==> config.mk <==
export PLATFORM = sky130hd
export DESIGN_NAME = bb3_mean
export DESIGN_NICKNAME = d
export VERILOG_FILES = /design/src/hdl/bb3_pkg.sv /design/src/hdl/bb3_mean.sv
export VERILOG_INCLUDE_DIRS = /design/src /design/src/hdl
export SDC_FILE = /design/constraint.sdc
export NUM_CORES = 1
export LEC_CHECK = 0
export BUFFER_PORTS_ARGS = -buffer_cell sky130_fd_sc_hd__buf_2
export CAP_MARGIN = 10
export CORE_MARGIN = 2
export CORE_UTILIZATION = 46
export CTS_BUF_LIST = sky130_fd_sc_hd__clkbuf_4 sky130_fd_sc_hd__clkbuf_8
export CTS_CLUSTER_DIAMETER = 150
export DETAILED_ROUTE_END_ITERATION = 8
export GPL_TIMING_DRIVEN = 0
export PLACE_DENSITY_LB_ADDON = 0.3
export SLEW_MARGIN = 10
export SYNTH_ARGS = -nofsm -noshare
export SYNTH_HDL_FRONTEND = slang
export SYNTH_SLANG_ARGS = --single-unit
==> constraint.sdc <==
create_clock -name i_clk -period 21.7 [get_ports i_clk]
set_input_delay 4.34 -clock i_clk [delete_from_list [all_inputs] [get_ports i_clk]]
set_output_delay 4.34 -clock i_clk [all_outputs]
set_load 0.02 [all_outputs]
==> src/hdl/box_blur_3x3_edge_aware_unit_defines.svh <==
// Assertion helpers shared by the blur unit.
`ifndef BOX_BLUR_3X3_EDGE_AWARE_UNIT_DEFINES_SVH
`define BOX_BLUR_3X3_EDGE_AWARE_UNIT_DEFINES_SVH

// same-cycle implication, checked outside reset
`define BB3_ASSERT_NOW(label, clk, rst_n, ante, cons, msg) \
    label: assert property (@(posedge clk) disable iff (!rst_n) (ante) |-> (cons)) \
        else $error(msg);

// next-cycle implication, checked outside reset
`define BB3_ASSERT_NEXT(label, clk, rst_n, ante, cons, msg) \
    label: assert property (@(posedge clk) disable iff (!rst_n) (ante) |=> (cons)) \
        else $error(msg);

`endif

==> src/hdl/bb3_pkg.sv <==
package bb3_pkg;

    localparam int SUM_W      = 12;
    localparam int CNT_W      = 4;
    localparam int CFG_IDX_W  = 2;
    localparam int CFG_DATA_W = 16;
    localparam int ROW_W      = 17;

    localparam logic [CFG_IDX_W-1:0] CFG_IDX_WIDTH  = 2'd0;
    localparam logic [CFG_IDX_W-1:0] CFG_IDX_HEIGHT = 2'd1;

    localparam int          WIDTH_RESET  = 640;
    localparam logic [15:0] HEIGHT_RESET = 16'd480;

    // floor(y/3) and floor(y/9) by reciprocal, exact for y below 2730
    localparam logic [11:0] DIV3_MUL   = 12'd2731;
    localparam int          DIV3_SHIFT = 13;
    localparam logic [11:0] DIV9_MUL   = 12'd1821;
    localparam int          DIV9_SHIFT = 14;

    typedef struct packed {
        logic [7:0] red;
        logic [7:0] green;
        logic [7:0] blue;
    } t_pixel;

    typedef struct packed {
        logic has_l;
        logic has_r;
        logic has_t;
        logic has_b;
    } t_edges;

    typedef struct packed {
        logic [SUM_W-1:0] red;
        logic [SUM_W-1:0] green;
        logic [SUM_W-1:0] blue;
    } t_sums;

    function automatic logic [11:0] div3(input logic [11:0] y);
        logic [24:0] p;
        p = 25'(y) * 25'(DIV3_MUL);
        return 12'(p >> DIV3_SHIFT);
    endfunction

    function automatic logic [11:0] div9(input logic [11:0] y);
        logic [24:0] p;
        p = 25'(y) * 25'(DIV9_MUL);
        return 12'(p >> DIV9_SHIFT);
    endfunction

    // (2*sum + n) / (2*n): mean rounded half up, n is 1, 2, 3, 4, 6 or 9
    function automatic logic [7:0] rounded_mean(input logic [SUM_W-1:0] sum,
                                                input logic [CNT_W-1:0] cnt);
        logic [12:0] x;
        logic [11:0] q;
        x = {sum, 1'b0} + 13'(cnt);
        unique case (cnt)
            4'd1:    q = x[12:1];
            4'd2:    q = 12'(x >> 2);
            4'd3:    q = div3(x[12:1]);
            4'd4:    q = 12'(x >> 3);
            4'd6:    q = div3(12'(x >> 2));
            4'd9:    q = div9(x[12:1]);
            default: q = x[12:1];
        endcase
        return q[7:0];
    endfunction

endpackage

==> src/hdl/bb3_mean.sv <==
`include "box_blur_3x3_edge_aware_unit_defines.svh"

module bb3_mean
    import bb3_pkg::*;
(
    input  logic             i_clk,
    input  logic             i_rst_n,
    input  logic             i_load,
    input  t_sums            i_sums,
    input  logic [CNT_W-1:0] i_count,
    input  logic             i_last,
    input  logic             i_out_stall,
    output logic             o_ready,
    output logic             o_out_valid,
    output t_pixel           o_px,
    output logic             o_last
);

    logic             r_c_valid;
    t_sums            r_c_sums;
    logic [CNT_W-1:0] r_c_cnt;
    logic             r_c_last;
    logic             r_out_valid;
    t_pixel           r_out_px;
    logic             r_out_last;

    logic out_free, c_move;
    t_pixel n_out_px;

    assign out_free = !r_out_valid || !i_out_stall;
    assign c_move   = r_c_valid && out_free;
    assign o_ready  = !r_c_valid || out_free;

    assign n_out_px.red   = rounded_mean(r_c_sums.red, r_c_cnt);
    assign n_out_px.green = rounded_mean(r_c_sums.green, r_c_cnt);
    assign n_out_px.blue  = rounded_mean(r_c_sums.blue, r_c_cnt);

    always_ff @(posedge i_clk) begin
        if (i_load) begin
            r_c_sums <= i_sums;
            r_c_cnt  <= i_count;
            r_c_last <= i_last;
        end
        if (c_move) begin
            r_out_px   <= n_out_px;
            r_out_last <= r_c_last;
        end
    end

    always_ff @(posedge i_clk) begin
        if (!i_rst_n) begin
            r_c_valid   <= 1'b0;
            r_out_valid <= 1'b0;
        end else begin
            if (i_load) begin
                r_c_valid <= 1'b1;
            end else if (c_move) begin
                r_c_valid <= 1'b0;
            end
            if (c_move) begin
                r_out_valid <= 1'b1;
            end else if (!i_out_stall) begin
                r_out_valid <= 1'b0;
            end
        end
    end

    assign o_out_valid = r_out_valid;
    assign o_px        = r_out_px;
    assign o_last      = r_out_last;

    `BB3_ASSERT_NOW(a_count_legal, i_clk, i_rst_n, r_c_valid, (r_c_cnt == 4'd1 || r_c_cnt == 4'd2 || r_c_cnt == 4'd3 || r_c_cnt == 4'd4 || r_c_cnt == 4'd6 || r_c_cnt == 4'd9), "neighbour count outside the legal set")
    `BB3_ASSERT_NOW(a_last_corner, i_clk, i_rst_n, r_c_valid && r_c_last, (r_c_cnt == 4'd1 || r_c_cnt == 4'd2 || r_c_cnt == 4'd4), "frame end word not at a bottom right corner")
    `BB3_ASSERT_NEXT(a_hold_pending, i_clk, i_rst_n, r_c_valid && r_out_valid && i_out_stall, r_c_valid, "pending word lost under output stall")

endmodule

==> run metrics <==
status finished clean; Total Routed Length 54.3 mm; clock transition at the registers of the reported paths 0.10 ns; Post-synth EDFFs 66; synthesized flop and latch total 68; Crit Path Max Fanout 15; Hold Buf Count CTS 0; sequential share of the synthesized area 0.0916; CP Data Arrival Time 9.36 ns; clk buf depth 2; cell mode on critical path inv_1; Fill cells 4,343; RSZ-0062 raised after global routing false; Max Cap Violations 0; Setup-failing EPs final 0; initial detailed-routing violation count 953; CP max stage cell edfxtp_1; # rows 80; die area 49,800 um2; post-cts resize count 0; cell taking the most area after synthesis ha_1; syn_nets 3,179; Std-Cell Core Area 47,500 um2; setup tns final 0 ns; postcts setup bufs 0; Worst-Margin Slew 1.31 ns; commonest non-fill, non-tap cell in the layout inv_1; Critical Path RT 21.79 ns; largest family of logic cells by synthesized area adder cells; final worst clock skew 0.0301 ns; CTS tree done; Synth top area share 0.321; Final ANT Viol Nets 0; # port buffers 71; most frequent cells in the layout inv_1, ha_1, fa_1; adder-cell share of the synthesized area 0.586; synth warn 0; RePlAce Congestion 0.916; CP Launch Type flop; vias in the first global route 17,200; Worst-Skew Late Latency 0.45 ns; delay-heaviest family, CP adder cells; Initial Util 0.464; post-synthesis mux area share 0.00561; global route overflow 0; share of layout cells above drive strength 1 0.0561; Syn Inst Count 2,276; total CTS buffers 9; DR vias/cell 5.38; post-synthesis compound-gate area fraction 0.0923; average wire per cell in the routed design 18.2 um; Tmin final 9.27 ns; Vias 16,100; Yosys cell types 79; area occupied by multi-input gates 17,700 um2; Critical Path Sink Type flop; die height 223 um; first-pass GRT wire length 88.8 mm; largest net degree at the start of global routing 43; Max-slew headroom 0.123; CP Buf/Inv Count 5; HP Class reg -> reg; die width 223 um; Clock Sink Count 68; I/O pin count 72; register area 2020 um2; Post-Synthesis Cell Area 22,100 um2; ys flop type edfxtp_1; XOR/XNOR Fraction of Synth Area 0.0532; Layout Area Growth over Synthesis 6.90%; critical path's largest stage delay 0.90 ns; fin. max-slew vios 0; residual DRC count 0; final-report hold violation count 0; dpl hpwl 47.3 mm; Synth Area in Simple Gates 0.0627; Synth area leaders ha_1, fa_1, inv_1, edfxtp_1, xnor2_1; mean post-synth cell area 9.70 um2; Final Net Count 3,268; initial antenna violation count 1; DRT Pass-1 Iters 5; Total GRT Usage 0.229; FMAX 108 MHz; Final period util 0.427; kind of critical path reg -> reg; clock root cell clkbuf_8; Synth async-reset ratio 0; CTS HTree Levels 3
[worst reg2reg max path: stages, from the launching register on]
cell,delay [ns]
edfxtp_1,0.90
ha_1,0.39
a21o_1,0.19
a21oi_1,0.63
nor2_1,0.09
nand2_1,0.11
xor2_1,0.84
inv_1,0.65
fa_1,0.65
ha_1,0.33
inv_1,0.06
fa_1,0.48
inv_1,0.05
fa_1,0.47
inv_1,0.05
fa_1,0.47
inv_1,0.04
ha_1,0.29
a21oi_1,0.16
nor2_1,0.06
a2111oi_0,0.47
o31ai_1,0.31
a211oi_1,0.35
nor2_1,0.12
a21oi_1,0.27
mux2i_1,0.28
a32oi_1,0.25
[worst paths after layout]
kind                   start        to  slack (ns)  cells past startpoint
setup / recovery  r_c_cnt[2]  o_px[14]       12.43                     26
hold / removal      r_c_last    o_last        0.44                      0
setup reg to reg  r_c_cnt[2]  o_px[14]       12.43                     26
hold reg to reg     r_c_last    o_last        0.44                      0
[flip-flops by register name, indices dropped and copies added, names as in the netlist]
register and cells:
o_px 24, o_out_valid 1, r_c_last 1, o_last 1, r_c_sums 36, r_c_valid 1, r_c_cnt 4
[metrics by stage]
stage | area (um2) | util | setup WS (ns) | hold WS, ns | std cells
2_1_floorplan | 22100 | - | 12.83 | 0.400 | 2276
3_3_place_gp | 23200 | 0.488 | 12.67 | 0.405 | 2962
3_5_place_dp | 23400 | 0.492 | 12.61 | 0.405 | 2969
4_1_cts | 23600 | 0.496 | 12.62 | 0.442 | 2985
5_1_grt | 23600 | 0.496 | 12.01 | 0.453 | 2985
6_report | 23600 | 0.496 | 12.43 | 0.441 | 2986
[cells in the mapped netlist (all sizes together), types with 6 or more instances]
master   instances
a21oi           85
a31oi            8
o21a             8
edfxtp          66
o22ai            9
or2              6
mux2i            9
nand3b           6
a221oi          21
nand3           29
nor2            55
or3              9
o21ai           47
a22oi            6
xnor2           91
o221ai          16
a21o            29
fa             292
nand4            9
nand2b          26
a211oi          14
a32oi            9
ha             566
nor2b            8
clkbuf          17
inv            623
nand2           66
nor3            22
xor2            40
o2111ai          6
[logic make-up after synthesis]
logic type,Yosys count
adders and majority gates,858
buffers and inverters,641
AOI/OAI and AO/OA,300
and+or+nand+nor,266
xor gates and xnor gates,131
DFF,68
muxes,12
[area by class of cell]
class                           count  share of cell area
Clock buffer                        9             0.00525
Clock inverter                      7             0.00345
Sequential cell                    68              0.0857
Tap cell                          615              0.0326
Inverter                          623              0.0991
Buffer                             18             0.00286
Multi-Input combinational cell   1567               0.752
Antenna cell                        1            0.000106
Timing Repair Buffer               78              0.0192
[layer usage]
| layer | vias up | track usage | share of wire |
|---|---|---|---|
| met3 | 60 | 0.0361 | 0.052 |
| met1 | 7928 | 0.303 | 0.44 |
| met4 | 0 | 0.0546 | 0.020 |
| met2 | 373 | 0.393 | 0.48 |
| met5 | - | 0 | 0 |
| li1 | 7690 | - | - |
Power is not shown: default switching activity piles up to over one toggle a cycle in this logic, so the estimate is an artifact.
