**src/hdl/box_blur_3x3_edge_aware_unit_defines.svh**
```systemverilog
// Assertion helpers shared by the blur unit.
`ifndef BOX_BLUR_3X3_EDGE_AWARE_UNIT_DEFINES_SVH
`define BOX_BLUR_3X3_EDGE_AWARE_UNIT_DEFINES_SVH

// same-cycle implication, checked outside reset
`define BB3_ASSERT_NOW(label, clk, rst_n, ante, cons, msg) \
    label: assert property (@(posedge clk) disable iff (!rst_n) (ante) |-> (cons)) \
        else $error(msg);

// next-cycle implication, checked outside reset
`define BB3_ASSERT_NEXT(label, clk, rst_n, ante, cons, msg) \
    label: assert property (@(posedge clk) disable iff (!rst_n) (ante) |=> (cons)) \
        else $error(msg);

`endif

```
**src/hdl/bb3_pkg.sv**
```systemverilog
package bb3_pkg;

    localparam int SUM_W      = 12;
    localparam int CNT_W      = 4;
    localparam int CFG_IDX_W  = 2;
    localparam int CFG_DATA_W = 16;
    localparam int ROW_W      = 17;

    localparam logic [CFG_IDX_W-1:0] CFG_IDX_WIDTH  = 2'd0;
    localparam logic [CFG_IDX_W-1:0] CFG_IDX_HEIGHT = 2'd1;

    localparam int          WIDTH_RESET  = 640;
    localparam logic [15:0] HEIGHT_RESET = 16'd480;

    // floor(y/3) and floor(y/9) by reciprocal, exact for y below 2730
    localparam logic [11:0] DIV3_MUL   = 12'd2731;
    localparam int          DIV3_SHIFT = 13;
    localparam logic [11:0] DIV9_MUL   = 12'd1821;
    localparam int          DIV9_SHIFT = 14;

    typedef struct packed {
        logic [7:0] red;
        logic [7:0] green;
        logic [7:0] blue;
    } t_pixel;

    typedef struct packed {
        logic has_l;
        logic has_r;
        logic has_t;
        logic has_b;
    } t_edges;

    typedef struct packed {
        logic [SUM_W-1:0] red;
        logic [SUM_W-1:0] green;
        logic [SUM_W-1:0] blue;
    } t_sums;

    function automatic logic [11:0] div3(input logic [11:0] y);
        logic [24:0] p;
        p = 25'(y) * 25'(DIV3_MUL);
        return 12'(p >> DIV3_SHIFT);
    endfunction

    function automatic logic [11:0] div9(input logic [11:0] y);
        logic [24:0] p;
        p = 25'(y) * 25'(DIV9_MUL);
        return 12'(p >> DIV9_SHIFT);
    endfunction

    // (2*sum + n) / (2*n): mean rounded half up, n is 1, 2, 3, 4, 6 or 9
    function automatic logic [7:0] rounded_mean(input logic [SUM_W-1:0] sum,
                                                input logic [CNT_W-1:0] cnt);
        logic [12:0] x;
        logic [11:0] q;
        x = {sum, 1'b0} + 13'(cnt);
        unique case (cnt)
            4'd1:    q = x[12:1];
            4'd2:    q = 12'(x >> 2);
            4'd3:    q = div3(x[12:1]);
            4'd4:    q = 12'(x >> 3);
            4'd6:    q = div3(12'(x >> 2));
            4'd9:    q = div9(x[12:1]);
            default: q = x[12:1];
        endcase
        return q[7:0];
    endfunction

endpackage

```
**src/hdl/bb3_ctrl.sv**
```systemverilog
module bb3_ctrl
    import bb3_pkg::*;
#(
    parameter int MAX_WIDTH = 1024
) (
    input  logic                  i_clk,
    input  logic                  i_rst_n,
    input  logic                  i_cfg_valid,
    input  logic [CFG_IDX_W-1:0]  i_cfg_index,
    input  logic [CFG_DATA_W-1:0] i_cfg_data,
    input  logic                  i_accept,
    input  logic                  i_opcode,
    input  t_pixel                i_px,
    output logic                  o_enter,
    output t_pixel                o_px,
    output logic [$clog2(MAX_WIDTH)-1:0] o_addr,
    output logic                  o_emit,
    output t_edges                o_edges
);

    localparam int AW    = $clog2(MAX_WIDTH);
    localparam int CW    = $clog2(MAX_WIDTH + 1);
    localparam int RST_W = (WIDTH_RESET > MAX_WIDTH) ? MAX_WIDTH : WIDTH_RESET;

    logic [CW-1:0]    r_used_w;
    logic [15:0]      r_used_h;
    logic [AW-1:0]    r_in_col;
    logic [ROW_W-1:0] r_in_row;
    logic [AW-1:0]    r_out_col;
    logic [15:0]      r_out_row;

    logic [10:0] cfg_w;
    logic [CW-1:0] n_used_w;
    logic [15:0] n_used_h;
    logic done, ignore, col_last, last;

    assign cfg_w = i_cfg_data[10:0];

    always_comb begin
        priority if (cfg_w == 11'd0) begin
            n_used_w = CW'(1);
        end else if (32'(cfg_w) > MAX_WIDTH) begin
            n_used_w = CW'(MAX_WIDTH);
        end else begin
            n_used_w = CW'(cfg_w);
        end
        n_used_h = (i_cfg_data == 16'd0) ? 16'd1 : i_cfg_data;
    end

    // past the last input row every beat is a zero pixel outside the frame
    assign done     = r_in_row >= {1'b0, r_used_h};
    assign ignore   = !done && i_opcode;
    assign o_enter  = i_accept && !ignore;
    assign o_px     = done ? '0 : i_px;
    assign o_addr   = r_in_col;
    assign col_last = (CW'(r_in_col) + CW'(1)) >= r_used_w;
    assign o_emit   = (r_in_row >= ROW_W'(2)) || (r_in_row == ROW_W'(1) && r_in_col != '0);

    assign o_edges.has_l = r_out_col != '0;
    assign o_edges.has_r = (CW'(r_out_col) + CW'(1)) < r_used_w;
    assign o_edges.has_t = r_out_row != 16'd0;
    assign o_edges.has_b = ({1'b0, r_out_row} + 17'd1) < {1'b0, r_used_h};
    assign last          = !o_edges.has_b && !o_edges.has_r;

    always_ff @(posedge i_clk) begin
        if (!i_rst_n) begin
            r_used_w  <= CW'(RST_W);
            r_used_h  <= HEIGHT_RESET;
            r_in_col  <= '0;
            r_in_row  <= '0;
            r_out_col <= '0;
            r_out_row <= '0;
        end else if (i_cfg_valid && (i_cfg_index == CFG_IDX_WIDTH ||
                                     i_cfg_index == CFG_IDX_HEIGHT)) begin
            if (i_cfg_index == CFG_IDX_WIDTH) begin
                r_used_w <= n_used_w;
            end else begin
                r_used_h <= n_used_h;
            end
            r_in_col  <= '0;
            r_in_row  <= '0;
            r_out_col <= '0;
            r_out_row <= '0;
        end else if (o_enter) begin
            if (o_emit && last) begin
                r_in_col  <= '0;
                r_in_row  <= '0;
                r_out_col <= '0;
                r_out_row <= '0;
            end else begin
                if (col_last) begin
                    r_in_col <= '0;
                    r_in_row <= r_in_row + ROW_W'(1);
                end else begin
                    r_in_col <= r_in_col + AW'(1);
                end
                if (o_emit) begin
                    if (o_edges.has_r) begin
                        r_out_col <= r_out_col + AW'(1);
                    end else begin
                        r_out_col <= '0;
                        r_out_row <= r_out_row + 16'd1;
                    end
                end
            end
        end
    end

endmodule

```
**config.mk**
```make
export PLATFORM = sky130hd
export DESIGN_NAME = bb3_ctrl
export DESIGN_NICKNAME = d
export VERILOG_FILES = /design/src/hdl/box_blur_3x3_edge_aware_unit_defines.svh /design/src/hdl/bb3_pkg.sv /design/src/hdl/bb3_ctrl.sv
export SDC_FILE = /design/constraint.sdc
export NUM_CORES = 1
export LEC_CHECK = 0
export BUFFER_PORTS_ARGS = -buffer_cell sky130_fd_sc_hd__buf_4
export CAP_MARGIN = 20
export CORE_MARGIN = 2
export CORE_UTILIZATION = 52
export DETAILED_ROUTE_END_ITERATION = 6
export PLACE_DENSITY = 0.85
export RECOVER_POWER = 50
export SLEW_MARGIN = 25
export SYNTH_ARGS = -nofsm -noshare
export SYNTH_HDL_FRONTEND = slang
export SYNTH_SLANG_ARGS = --single-unit
```
**constraint.sdc**
```tcl
create_clock -name i_clk -period 3.2 [get_ports i_clk]
set_input_delay 0.48 -clock i_clk [delete_from_list [all_inputs] [get_ports i_clk]]
set_output_delay 0.48 -clock i_clk [all_outputs]
set_load 0.01 [all_outputs]
```
==> impl.org <==
** STA
- Max-slew violation total from the final report :: 0
- In the post-route analysis, the smallest setup slack over all paths is -363 ps.
- For this run, the top clock speed supported by timing is 281 MHz.
- Final hold violation count :: 0
- Headroom to the max-slew limit came out at 36.3%.
- Final worst path period share :: 111%
- At the pin with the least slew margin, the transition time is 955 ps.
- Setup violations remaining at the end of the flow were counted as 43.
- Setup repair after global routing missed its margin :: yes
- Worst setup skew after layout :: 13.4 ps
- The worst path in the final design needs a cycle of 3560 ps, including I/O delays and setup.

** Setup path
- In this design, the stage delay of the slowest critical-path cell is 330 ps.
- The setup path with the least slack is of type register to primary output.
- The worst setup path is captured at a primary output.
- Among all stages on the critical path, the largest delay is contributed by dfxtp_2.
- Startpoint kind of the worst setup timing path :: register
- Data on the critical path is required at its endpoint by 2720 ps.
- Highest net fanout along the worst path :: 3
- R2R setup slack :: -210 ps
- List of cells traversed by the critical path :: and2_4 -> and4_4 -> nand3_4 -> nor2_4 -> nand3_2 -> xnor2_2 -> ha_1 -> nand3_2 -> buf_6 -> nor2_4 -> a2111oi_4 -> o211ai_2 -> or2_4 -> inv_4 -> buf_6
- For the worst setup path, the data arrival time is 3080 ps.

** Synth
- Synthesis instantiated 67 different standard cells from the library.
- After synthesis, the most frequently instantiated cells are 82 x nand2_1, 80 x dfxtp_1, 61 x ha_1.
- The most used flip-flop cell after synthesis is dfxtp_1.
- Cell accounting for the most synthesized area :: dfxtp_1
- Most frequent cell after synthesis :: nand2_1
- The synthesized netlist occupies a cell area of 5600 um^2.
- After synthesis the netlist holds a flip-flop and latch count of 80.
- Counting every instance in the synthesized netlist gives 688.
- After synthesis, flip-flops and latches occupy 28.6% of the total area.
- Syn nets :: 796
- The top cell type by area accounts for 28.6% of the synthesized area.
- Count of warnings emitted by yosys :: 0
- Cell types occupying the most area after synthesis :: dfxtp_1 29%, ha_1 14%, nand2_1 5.5%
- In this run, synthesis inferred 0 flip-flops with an integrated enable.
- Async SR Flop Fraction :: 0%
- Each instance of the synthesized netlist takes up on average 8.15 um^2.

** GRT
- The via count of the first global-routing pass was 5559.
- Grt total ovfl :: 0
- Antenna violations before repair :: 0
- The first global-routing pass estimated 26500 um of wire.
- Entering global routing, the biggest net connects 33 pins.
- In the global route stage, overall resource usage came out at 28.6%.

** Clock network
- Clock tree from TritonCTS :: built
- No sink is reached through more buffers than the 2 on the longest clock path.
- Counting the buffers created by CTS gives 9.
- TritonCTS Sinks :: 80
- Clk_lat worst skew :: 380 ps
- Root buffer cell :: clkbuf_8
- Clock-pin slew was measured on the worst setup and hold paths at 90 ps.
- CTS built an H-tree with a depth of 3.

** Floorplanning
- From bottom edge to top edge, the die measures 108 um.
- Standard cell core area :: 10400 um^2
- The floorplan has 37 rows.
- Die W :: 108 um
- Floorplan die area :: 11600 um^2
- Effective utilization at floorplan :: 53.8%
- I/O pin cnt :: 87

** Cells and area
- Fraction of final layout cells with drive strength greater than 1 :: 26.3%
- The number of antenna diodes in the final layout is 0.
- After the last flow step, the layout net total stands at 923.
- Core Util, Final :: 70.2%
- From synthesis to final layout, the design area changed by 30.4%.

** Placement
- Post-detail-place hpwl :: 12100 um
- Prior to clock tree synthesis, the placed netlist has a worst setup slack of -47.1 ps.
- At the end of routability-driven placement, the weighted congestion stood at 0.921.
- Input and output buffers added on the ports amount to 86.

** Drt
- DR vias/cell :: 6.22
- For this block, the via count after detailed routing is 5950.
- Average detailed-routed wire length per instance :: 18.8 um
- Number of routed nets with antenna violations :: 0
- For this block, the routed nets add up to 17900 um of wire.
- Violation count after the first detailed-routing iteration :: 810
- The first detailed-routing pass took 5 iterations.
- Remaining routing DRC violations :: 0

** Power
- IR analysis of the VDD net gives a maximum drop of 0.000223 V.
- In this run the power density over the cells is 283 nW/um^2.
- Total power draw :: 0.00207 W
- In this run the static leakage power is 3.12 nW.

** Flow run
- Count of maximum capacitance violations :: 0

** Status
- Violated checks :: setup timing
- Run status :: finished with violations

** Min path
- The tightest min-delay check is of the primary input to register type.
## registers in the layout, indices dropped and copies added, names as in the netlist
name,cells
r_out_row,16
r_in_row,17
o_addr,10
r_used_w,11
r_used_h,16
r_out_col,10
## area by class of cell
type,count,area (um^2)
Inverter,48,183
Fill cell,795,3110
Clock buffer,9,124
Clock inverter,7,78.8
Timing Repair Buffer,147,1140
Multi-Input combinational cell,529,3990
Sequential cell,80,1620
Tap cell,136,170
## worst max-delay path: cells and delay by family (launching register included)
kind,cells,cell delay [ps]
adder cells (fa/ha/maj),1,310
AO/OA/AOI/OAI,2,460
XOR/XNOR,1,170
buffers and inverters,3,280
AND/OR/NAND/NOR,8,1150
flip-flops,1,330
## report_power, final
part	switching (W)	internal, W
clock network	0.000425	0.000367
logic	0.000145	0.000120
registers	0.00000662	0.00100
## final timing paths
| kind | startpoint | endpoint | cells after the start |
|---|---|---|---|
| worst max-delay path | r_out_row[3] | o_edges[0] | 15 |
| worst min-delay path | i_cfg_data[5] | r_used_h[5] | 3 |
| worst max register to register | r_out_row[3] | r_in_row[15] | 18 |
| worst min register to register | r_used_w[3] | r_used_w[3] | 2 |
## stage by stage
step	area (um^2)	setup TNS, ps	hold slack (ps)	instances
final	7310	-5820	362	956
after global routing	7310	-12670	361	956
after CTS	7060	-634	352	951
after detailed placement	6650	-119	461	924
after global placement	6650	0	454	924
after floorplan	5640	0	441	688
## per-layer routing
metal | part of all wire [%] | global-route usage, % | vias up | wire length [um]
li1 | - | - | 2741 | -
met1 | 38 | 34.0 | 2816 | 6830
met2 | 51 | 51.1 | 323 | 9170
met3 | 7.1 | 4.96 | 70 | 1270
met4 | 3.7 | 10.5 | 0 | 672
met5 | 0 | 0 | - | 0
## layout by cell type, fill, tap and decap left out, types with 10 or more instances in the layout
cell      count
o21ai_0      15
nor4_1       10
nand4_1      28
a21boi_0     17
nor2_1       32
clkbuf_1     11
nand3_1      17
inv_1        45
ha_1         59
a21oi_1      30
a32o_1       14
dfxtp_1      68
and3_1       14
nand2_1      82
xnor2_1      22
nor3_1       14
and2_1       28
buf_4       126
## cells by family after synthesis
logic type                 share of synthesized area, %
buffers and inverters                              6.16
DFF                                                28.6
and+or+nand+nor                                    26.7
xor gates and xnor gates                           5.78
adders and majority gates                          13.8
muxes                                             0.357
AOI/OAI and AO/OA                                  18.6
## repair_timing
item	CTS	global route
pin swaps	5	24
endpoints found under the setup margin	7	45
setup buffers	9	5
gates resized for setup	19	54
gates cloned	2	3
hold buffers	0	0
endpoints found under the hold margin	0	0
Power figures use the tool's default switching activity.
