**config.mk**
```make
export PLATFORM = sky130hd
export DESIGN_NAME = bb3_window
export DESIGN_NICKNAME = d
export VERILOG_FILES = /design/src/hdl/box_blur_3x3_edge_aware_unit_defines.svh /design/src/hdl/bb3_pkg.sv /design/src/hdl/bb3_window.sv
export SDC_FILE = /design/constraint.sdc
export NUM_CORES = 1
export LEC_CHECK = 0
export BUFFER_PORTS_ARGS = -buffer_cell sky130_fd_sc_hd__buf_4
export CAP_MARGIN = 25
export CORE_ASPECT_RATIO = 1.25
export CORE_MARGIN = 5
export CORE_UTILIZATION = 55
export DETAILED_ROUTE_END_ITERATION = 12
export PLACE_DENSITY = 0.89
export SYNTH_ARGS = -nofsm -noshare
export SYNTH_HDL_FRONTEND = slang
export SYNTH_SLANG_ARGS = --single-unit
```
**constraint.sdc**
```tcl
create_clock -name i_clk -period 5 [get_ports i_clk]
set_input_delay 0.5 -clock i_clk [delete_from_list [all_inputs] [get_ports i_clk]]
set_output_delay 0.5 -clock i_clk [all_outputs]
set_load 0.05 [all_outputs]
```
**src/hdl/box_blur_3x3_edge_aware_unit_defines.svh**
```systemverilog
// Assertion helpers shared by the blur unit.
`ifndef BOX_BLUR_3X3_EDGE_AWARE_UNIT_DEFINES_SVH
`define BOX_BLUR_3X3_EDGE_AWARE_UNIT_DEFINES_SVH

// same-cycle implication, checked outside reset
`define BB3_ASSERT_NOW(label, clk, rst_n, ante, cons, msg) \
    label: assert property (@(posedge clk) disable iff (!rst_n) (ante) |-> (cons)) \
        else $error(msg);

// next-cycle implication, checked outside reset
`define BB3_ASSERT_NEXT(label, clk, rst_n, ante, cons, msg) \
    label: assert property (@(posedge clk) disable iff (!rst_n) (ante) |=> (cons)) \
        else $error(msg);

`endif

```
**src/hdl/bb3_pkg.sv**
```systemverilog
package bb3_pkg;

    localparam int SUM_W      = 12;
    localparam int CNT_W      = 4;
    localparam int CFG_IDX_W  = 2;
    localparam int CFG_DATA_W = 16;
    localparam int ROW_W      = 17;

    localparam logic [CFG_IDX_W-1:0] CFG_IDX_WIDTH  = 2'd0;
    localparam logic [CFG_IDX_W-1:0] CFG_IDX_HEIGHT = 2'd1;

    localparam int          WIDTH_RESET  = 640;
    localparam logic [15:0] HEIGHT_RESET = 16'd480;

    // floor(y/3) and floor(y/9) by reciprocal, exact for y below 2730
    localparam logic [11:0] DIV3_MUL   = 12'd2731;
    localparam int          DIV3_SHIFT = 13;
    localparam logic [11:0] DIV9_MUL   = 12'd1821;
    localparam int          DIV9_SHIFT = 14;

    typedef struct packed {
        logic [7:0] red;
        logic [7:0] green;
        logic [7:0] blue;
    } t_pixel;

    typedef struct packed {
        logic has_l;
        logic has_r;
        logic has_t;
        logic has_b;
    } t_edges;

    typedef struct packed {
        logic [SUM_W-1:0] red;
        logic [SUM_W-1:0] green;
        logic [SUM_W-1:0] blue;
    } t_sums;

    function automatic logic [11:0] div3(input logic [11:0] y);
        logic [24:0] p;
        p = 25'(y) * 25'(DIV3_MUL);
        return 12'(p >> DIV3_SHIFT);
    endfunction

    function automatic logic [11:0] div9(input logic [11:0] y);
        logic [24:0] p;
        p = 25'(y) * 25'(DIV9_MUL);
        return 12'(p >> DIV9_SHIFT);
    endfunction

    // (2*sum + n) / (2*n): mean rounded half up, n is 1, 2, 3, 4, 6 or 9
    function automatic logic [7:0] rounded_mean(input logic [SUM_W-1:0] sum,
                                                input logic [CNT_W-1:0] cnt);
        logic [12:0] x;
        logic [11:0] q;
        x = {sum, 1'b0} + 13'(cnt);
        unique case (cnt)
            4'd1:    q = x[12:1];
            4'd2:    q = 12'(x >> 2);
            4'd3:    q = div3(x[12:1]);
            4'd4:    q = 12'(x >> 3);
            4'd6:    q = div3(12'(x >> 2));
            4'd9:    q = div9(x[12:1]);
            default: q = x[12:1];
        endcase
        return q[7:0];
    endfunction

endpackage

```
**src/hdl/bb3_window.sv**
```systemverilog
module bb3_window
    import bb3_pkg::*;
(
    input  logic             i_clk,
    input  logic             i_rst_n,
    input  logic             i_adv,
    input  logic             i_emit,
    input  t_edges           i_edges,
    input  t_pixel           i_px,
    input  t_pixel           i_above,
    input  t_pixel           i_mid,
    input  logic             i_take,
    output logic             o_valid,
    output t_sums            o_sums,
    output logic [CNT_W-1:0] o_count,
    output logic             o_last
);

    t_pixel r_win [0:2][0:2];
    logic   r_valid;
    t_edges r_edges;

    logic [2:0] row_on;
    logic [2:0] col_on;
    logic [8:0] sel;
    logic [9:0] row_red [0:2];
    logic [9:0] row_green [0:2];
    logic [9:0] row_blue [0:2];

    function automatic logic [9:0] part3(input logic [7:0] a, input logic [7:0] b,
                                         input logic [7:0] c, input logic [2:0] on);
        return (on[0] ? 10'(a) : 10'd0) + (on[1] ? 10'(b) : 10'd0) +
               (on[2] ? 10'(c) : 10'd0);
    endfunction

    always_ff @(posedge i_clk) begin
        if (i_adv) begin
            for (int r = 0; r < 3; r++) begin
                r_win[r][0] <= r_win[r][1];
                r_win[r][1] <= r_win[r][2];
            end
            r_win[0][2] <= i_above;
            r_win[1][2] <= i_mid;
            r_win[2][2] <= i_px;
            r_edges     <= i_edges;
        end
    end

    always_ff @(posedge i_clk) begin
        if (!i_rst_n) begin
            r_valid <= 1'b0;
        end else if (i_adv) begin
            r_valid <= i_emit;
        end else if (i_take) begin
            r_valid <= 1'b0;
        end
    end

    // rows top..bottom, columns left..right of the output pixel
    assign row_on = {r_edges.has_b, 1'b1, r_edges.has_t};
    assign col_on = {r_edges.has_r, 1'b1, r_edges.has_l};

    always_comb begin
        for (int r = 0; r < 3; r++) begin
            sel[r*3 +: 3] = row_on[r] ? col_on : 3'b000;
            row_red[r]   = part3(r_win[r][0].red, r_win[r][1].red, r_win[r][2].red,
                                 sel[r*3 +: 3]);
            row_green[r] = part3(r_win[r][0].green, r_win[r][1].green, r_win[r][2].green,
                                 sel[r*3 +: 3]);
            row_blue[r]  = part3(r_win[r][0].blue, r_win[r][1].blue, r_win[r][2].blue,
                                 sel[r*3 +: 3]);
        end
    end

    assign o_sums.red   = SUM_W'(row_red[0]) + SUM_W'(row_red[1]) + SUM_W'(row_red[2]);
    assign o_sums.green = SUM_W'(row_green[0]) + SUM_W'(row_green[1]) +
                          SUM_W'(row_green[2]);
    assign o_sums.blue  = SUM_W'(row_blue[0]) + SUM_W'(row_blue[1]) + SUM_W'(row_blue[2]);
    assign o_count      = CNT_W'($countones(sel));
    assign o_last       = !r_edges.has_b && !r_edges.has_r;
    assign o_valid      = r_valid;

endmodule

```
==> results, run 1 <==
- The run finished, with violations left.
- The checks that failed: setup timing.
- The overall die area is between 20,000 and 30,000 um2.
- The detail route stage leaves a number of antenna-violating nets equal to 0.
- The cell at the root of the clock tree is sky130_fd_sc_hd__clkbuf_16.
- Timing would allow up to roughly 170 MHz.
- After layout, the worst setup slack is -751 ps.
- The TritonCTS clock tree is built.
- The number of antenna violations at the first check in global routing is 0.
- Detailed routing inserted a total of between 8,000 and 9,000 vias.
- The final period utilization is 115%.
- The number of pins exceeding their max-slew limit in the final report is 0.
- Of all nets on the critical path, the largest fanout is 13.
- The synthesized design contains approximately 220 register bits.
- After global routing the overflow that remains totals 0.
- The first global-routing pass estimated 46.3 mm of wire.
- The die outline height is 183 um.
- The number of levels in the clock H-tree is 1.
- Leaving out fill and tap cells, the most frequent cell in the layout is sky130_fd_sc_hd__edfxtp_1.
- TritonCTS created 23 clock buffers.
- The classification of the worst-slack hold path is in2reg.
- In this run the most critical hold path is launched from i_mid[0].
- The top cell types in the final layout, fill and taps aside, are 220 x sky130_fd_sc_hd__edfxtp_1, 187 x sky130_fd_sc_hd__inv_1, 150 x sky130_fd_sc_hd__buf_4.
- After synthesis, the cell types taking the most area are sky130_fd_sc_hd__edfxtp_1 50%, sky130_fd_sc_hd__fa_1 25%, sky130_fd_sc_hd__inv_1 6.1%, sky130_fd_sc_hd__ha_1 3.9%, sky130_fd_sc_hd__and3_1 3.4%.
- The congestion estimate from routability-driven global placement came to around 0.80.
- The cell area after synthesis is about 13,000 um2.
- The global-route usage over all layers is between 20% and 30%.
- After clock tree synthesis, the clock-pin slew on the worst setup and hold paths is approximately 70 ps.
- The area share of the largest cell type after synthesis is between 50% and 60%.
- The critical path's slowest cell is sky130_fd_sc_hd__fa_1.
- In the final routed layout, each cell accounts on average for between 20 and 25 um.
- The post-detailed-routing wire length is approximately 31 mm.
- Row generation in the floorplan step produced 63 rows.
- The detailed router finished its first iteration with 570 violations.
- A synthesized cell averages 13.5 um2.
- The final setup TNS is -10,480 ps.
- Setup repair after global routing could not meet its margin everywhere.
- The worst endpoint data arrival time is approximately 5300 ps.
- Hold is met by about 160 ps.
- The floorplan core area is approximately 24,000 um2.
- The kind of critical path is reg2out.
- Setup violations remaining at the end of the flow were counted as 25.
- Cells fill between 70% and 80% of the core in the end.
- After detailed routing, the number of remaining DRC violations is 0.
- For this run, the register share of the synthesized area comes to between 50% and 60%.
- The number of diodes is 0.
- The total nets after synthesis is about 1,300.
- The clock latency reported for the late side of the worst-skew pair is slightly above 500 ps.
- The number of top-level pins is between 100 and 150.
- Detailed placement finished with a half-perimeter wire length of 19.1 mm.
- The largest stage delay on the critical path is roughly 570 ps.
- At the end of the flow, the number of nets in the layout was approximately 1,500.
- The hold violation total from the final report is 0.
- The transition time of the tightest slew-check pin is approximately 1100 ps.
- Counting along the longest clock path gives a buffer depth of 3.
- The count of TritonRoute iterations in the first routing pass is 5.
- Yosys printed 0 warnings.
- The number of max-cap violations is 0.
- Counting stages on the worst path, the most repeated cell is sky130_fd_sc_hd__fa_1.
- The share of final-layout standard cells stronger than drive strength 1 is about a third.
- The required time at the worst-slack endpoint is 4500 ps.
- The width of the die is about 150 um.
- The worst setup path is launched from a register.
- Entering global routing, the biggest net connects between 100 and 150 pins.
- Synthesis produced just under 1,000 cells.
- The layout has roughly 1,400 filler cells.
- The worst path in the final design needs a cycle of around 5800 ps, including I/O delays and setup.
- The via count of the first global-routing pass is about 9,000.
- The worst register-to-register path begins at o_valid.
- Clock tree synthesis found a total of about 220 sinks.
- The largest total area in the synthesized netlist belongs to sky130_fd_sc_hd__edfxtp_1.
- The critical path endpoint category is a primary output.
- Relative to the synthesized area, the layout overhead comes to 27.8%.
- Tracing the worst setup path back leads to its startpoint at col_on[2].
- The clock skew after layout is between 10 and 15 ps.
- The worst relative slew slack is 28.6%.
- The via density per instance is 5.46.
- Buffers placed on the I/O ports in this run total approximately 120.
- After clock tree synthesis, the flow added hold-fix buffers numbering 0.
- Walking the worst path, the cells encountered are buf_8 > buf_4 > nand2_1 > fa_1 > inv_1 > fa_1 > fa_1 > inv_1 > fa_1 > inv_2 > fa_2 > a211oi_2 > nor2_2 > or4_4 > o311ai_4 > xnor2_4 > buf_6.
- Timing analysis after detailed placement gives a worst setup slack of -238 ps.
- The count of different cell masters after synthesis is 36.
- For this configuration, the core starts out at a cell density of between 50% and 60%.
per-layer routing:
metal	wire length, um	up-vias	global-route usage (%)	part of all wire (%)
li1	-	3545	-	-
met1	10800	4168	25.8	35
met2	16900	307	40.4	55
met3	1700	92	2.56	5.5
met4	1460	0	9.02	4.8
met5	0	-	0	0
timing repair:
item	4_1_cts	5_1_grt
endpoints found under the hold margin	0	0
gates cloned	5	3
setup buffers	17	18
setup endpoints to repair	26	26
pin swaps	46	55
resized for setup	131	72
worst paths after layout:
path	end	slack (ps)	cells after the start
setup / recovery	o_sums[10]	-750	17
hold / removal	r_win[0][72]	160	1
setup reg to reg	o_valid	4240	3
hold reg to reg	r_win[0][57]	440	0
state kept, by name, indices dropped and copies added, names as in the netlist:
| register | flops |
|---|---|
| col_on | 2 |
| o_valid | 1 |
| r_edges | 2 |
| r_win | 216 |
synth_stat cells:
library cell,count
sky130_fd_sc_hd__a211oi_1,5
sky130_fd_sc_hd__a211oi_2,1
sky130_fd_sc_hd__a21o_1,3
sky130_fd_sc_hd__a21o_2,1
sky130_fd_sc_hd__a21oi_1,11
sky130_fd_sc_hd__a31oi_1,3
sky130_fd_sc_hd__and2_1,61
sky130_fd_sc_hd__and3_1,71
sky130_fd_sc_hd__clkbuf_1,31
sky130_fd_sc_hd__dfxtp_1,1
sky130_fd_sc_hd__edfxtp_1,220
sky130_fd_sc_hd__fa_1,166
sky130_fd_sc_hd__ha_1,41
sky130_fd_sc_hd__inv_1,213
sky130_fd_sc_hd__nand2_1,62
sky130_fd_sc_hd__nand3_1,10
sky130_fd_sc_hd__nor2_1,17
sky130_fd_sc_hd__nor2b_1,7
sky130_fd_sc_hd__nor3_1,2
sky130_fd_sc_hd__nor3b_1,1
sky130_fd_sc_hd__o2111ai_1,2
sky130_fd_sc_hd__o211ai_1,2
sky130_fd_sc_hd__o21a_1,4
sky130_fd_sc_hd__o21ai_0,8
sky130_fd_sc_hd__o21bai_1,2
sky130_fd_sc_hd__o22ai_1,1
sky130_fd_sc_hd__o311a_1,1
sky130_fd_sc_hd__o311ai_1,1
sky130_fd_sc_hd__o31a_1,1
sky130_fd_sc_hd__o41a_1,1
sky130_fd_sc_hd__or2_1,1
sky130_fd_sc_hd__or2_2,1
sky130_fd_sc_hd__or2b_2,1
sky130_fd_sc_hd__or4_1,1
sky130_fd_sc_hd__xnor2_1,16
sky130_fd_sc_hd__xor2_1,3
cells by family (layout without fill, tap and decap cells):
family	Yosys count	in the layout	synth area share, %
buffers and inverters	244	465	6.98
AND/OR/NAND/NOR	235	235	9.62
flip-flops	221	221	50.5
XOR/XNOR	19	19	1.27
adder cells (fa/ha/maj)	207	207	29.2
AO/OA/AOI/OAI	47	47	2.42
worst max-delay path, delay by kind of cell (launching register included):
family | cells | cell delay, ps
adder cells (fa/ha/maj) | 5 | 2450
buffers and inverters | 6 | 700
flip-flops | 1 | 430
AND/OR/NAND/NOR | 3 | 630
AO/OA/AOI/OAI | 2 | 380
XOR/XNOR | 1 | 160
metrics by stage:
| stage | instance area, um2 | cells |
|---|---|---|
| after global routing | 16800 | 1486 |
| final | 16800 | 1486 |
| after CTS | 16400 | 1473 |
| after global placement | 14900 | 1411 |
| after floorplan | 13300 | 973 |
| after detailed placement | 14900 | 1411 |
cell type report:
class	instances	area, um2	share of cell area [%]
clock buffer	29	598	3.57
multi-input combinational	508	6250	37.3
clock inverter	12	128	0.761
sequential	221	6630	39.5
tap	292	365	2.18
timing repair buffer	211	2000	11.9
inverter	213	802	4.78
Power of run 1 is left out: the tool's default activity adds up to more than one toggle a clock period on the data nets, which glitch-free logic cannot reach.
==> run 2, diff against run 1 <==
--- a/config.mk
+++ b/config.mk
@@ -12,6 +12,7 @@
 export CORE_UTILIZATION = 55
 export DETAILED_ROUTE_END_ITERATION = 12
 export PLACE_DENSITY = 0.89
+export SKIP_CTS_REPAIR_TIMING = 1
 export SYNTH_ARGS = -nofsm -noshare
 export SYNTH_HDL_FRONTEND = slang
 export SYNTH_SLANG_ARGS = --single-unit
==> run 2 against run 1 <==
  * Die area did not move
  * Critical endpoint unchanged
  * Design area fell by 2.0%
  * Register-to-register slack barely moved
  * Critical path depth fell by 1
  * Fmax rose by 1.1%
  * The run still ends with setup timing left
  * Hold slack improved by 0.53 ps
  * First-iteration DRC count fell by 19%
  * Global-route usage fell by 2.0 points
  * Core utilization fell by 1.4 points
  * Sequential share of layout area rose by 0.80 points
  * Highest routed layer unchanged
==> results, run 2 (synthesis gave the netlist of run 1 again) <==
- The flow ran to the end, but the final reports show violations.
- The final reports fail on setup timing.
- The worst setup path is of the reg2out kind.
- The average wire per standard cell is roughly 20 um.
- Of all nets on the critical path, the largest fanout is 7.
- In the routed layout, each cell is associated on average with a via count of between 5 and 6.
- The number of diodes is 0.
- The min-delay analysis places its worst path in the category in2reg.
- CTS built an H-tree with a depth of 1.
- The count of unresolved DRC violations after routing is 0.
- The number of pins exceeding their max-slew limit in the final report is 0.
- The floorplan has 63 rows.
- The core utilization of the finished layout is a little over two thirds.
- The critical path endpoint category is a primary output.
- The clock drives 221 sinks.
- The most common cell after layout, fill and taps aside is sky130_fd_sc_hd__edfxtp_1.
- The number of flip-flops under the largest register name is approximately 220.
- STA classifies the critical path startpoint as a register.
- Based on the critical path, the design can be clocked at up to around 180 MHz.
- The final period utilization is 114%.
- Setup repair after global routing could not meet its margin everywhere.
- The transition time of the tightest slew-check pin is roughly 1100 ps.
- Input and output buffers added on the ports amount to approximately 120.
- The number of antenna violations at the first check in global routing came to 0.
- Detailed placement ended at an HPWL of 19.1 mm.
- After floorplanning, the core was sized to cover ~24,000 um2.
- STA puts the critical path data arrival time at roughly 5200 ps.
- The area growth from synthesis to layout is 25.2%.
- For this run, the post-layout net count is roughly 1,400.
- The number of vias after detailed routing is 7,869.
- The initial utilization of the core area, before any placement, comes to between 50% and 60%.
- The source of the worst register-to-register timing path is o_valid.
- Routability-driven placement finished with a final weighted congestion of about 0.80.
- The longest clock path from root to sink contains 3 buffers.
- The required time at the worst-slack endpoint is ~4500 ps.
- The width of the die is 148 um.
- The overall die area is between 20,000 and 30,000 um2.
- The initial detailed-routing violation count is 463.
- The library cells used most frequently in the layout, excluding fill and tap cells, are 220 x sky130_fd_sc_hd__edfxtp_1, 197 x sky130_fd_sc_hd__inv_1, 157 x sky130_fd_sc_hd__fa_1.
- The clock latency reported for the late side of the worst-skew pair is around 510 ps.
- The wire length of the first global-routing pass is ~42 mm.
- The routed design could run at a clock period as short as approximately 5700 ps.
- In this run the remaining antenna-violating nets after routing total 0.
- The number of clock buffers added by TritonCTS is 23.
- The TritonCTS clock tree is built.
- The via count of the first global-routing pass is approximately 8,700.
- The launch instance of the worst min-delay path is i_mid[0].
- The final setup TNS is -10,180 ps.
- The post-CTS clock slew at the launch and capture registers of the worst setup and hold paths is roughly 60 ps.
- The setup-violating endpoint count in the final report is 25.
- The number of top-level pins is about 120.
- In this run the clock root is driven by a sky130_fd_sc_hd__clkbuf_16.
- In the global route stage, overall resource usage came out at ~20%.
- The maximum number of pins on one net before global-route repair is 130.
- The worst relative slew slack is 28.9%.
- The area after detailed placement is roughly 15,000 um2.
- The most flop-heavy register is r_win.
- After routing the design area is roughly 16,000 um2.
- The count of TritonRoute iterations in the first routing pass is 5.
- For this block, the routed nets add up to approximately 29 mm of wire.
- The hold violation total from the final report is 0.
- The tool flagged a number of max-cap violations equal to 0.
- In this run the vertical extent of the chip is 183 um.
- The launch point of the worst path is col_on[2].
- The clock skew after layout is 9.83 ps.
- The post-route netlist has ~28% of its cells at a drive strength greater than 1.
- Global routing finished with a remaining overflow of 0.
- Across all setup checks in the final design, the least slack found is -691 ps.
## run 2: worst paths after layout
path	to	slack [ps]	cells past startpoint
setup / recovery	o_sums[10]	-690	16
hold / removal	r_win[0][72]	160	1
setup reg to reg	o_valid	4240	3
hold reg to reg	r_win[0][57]	440	0
## run 2: through the flow
step	hold WS, ps	cells	setup slack (ps)
finish	162	1468	-691
global route	150	1468	-860
CTS	147	1452	-829
detailed placement	429	1411	-238
global placement	421	1411	-108
floorplan	417	973	-278
## run 2: metal layers
layer	track usage, %	up-vias	routed length, um
li1	-	3492	-
met3	2.53	56	1510
met5	0	-	0
met1	24.0	4054	10400
met4	7.25	0	974
met2	36.5	267	16100
## run 2: final cells by class
type,instances,area (um2)
Tap cell,292,365
Multi-Input combinational cell,508,6140
Fill cell,1483,7210
Timing Repair Buffer,193,1770
Clock inverter,12,128
Clock buffer,29,598
Inverter,213,802
Sequential cell,221,6630
## run 2: worst max-delay path, cell delays in order (launching register included)
cell	delay, ps
sky130_fd_sc_hd__edfxtp_1	530
sky130_fd_sc_hd__buf_12	190
sky130_fd_sc_hd__clkbuf_16	150
sky130_fd_sc_hd__and3_4	170
sky130_fd_sc_hd__fa_1	550
sky130_fd_sc_hd__fa_1	470
sky130_fd_sc_hd__fa_1	510
sky130_fd_sc_hd__inv_1	70
sky130_fd_sc_hd__fa_1	500
sky130_fd_sc_hd__inv_2	60
sky130_fd_sc_hd__fa_2	350
sky130_fd_sc_hd__a211oi_2	180
sky130_fd_sc_hd__nor2_1	90
sky130_fd_sc_hd__or4_4	430
sky130_fd_sc_hd__o311ai_4	100
sky130_fd_sc_hd__xnor2_4	150
sky130_fd_sc_hd__buf_6	170
Power of run 2 is left out for the same reason.
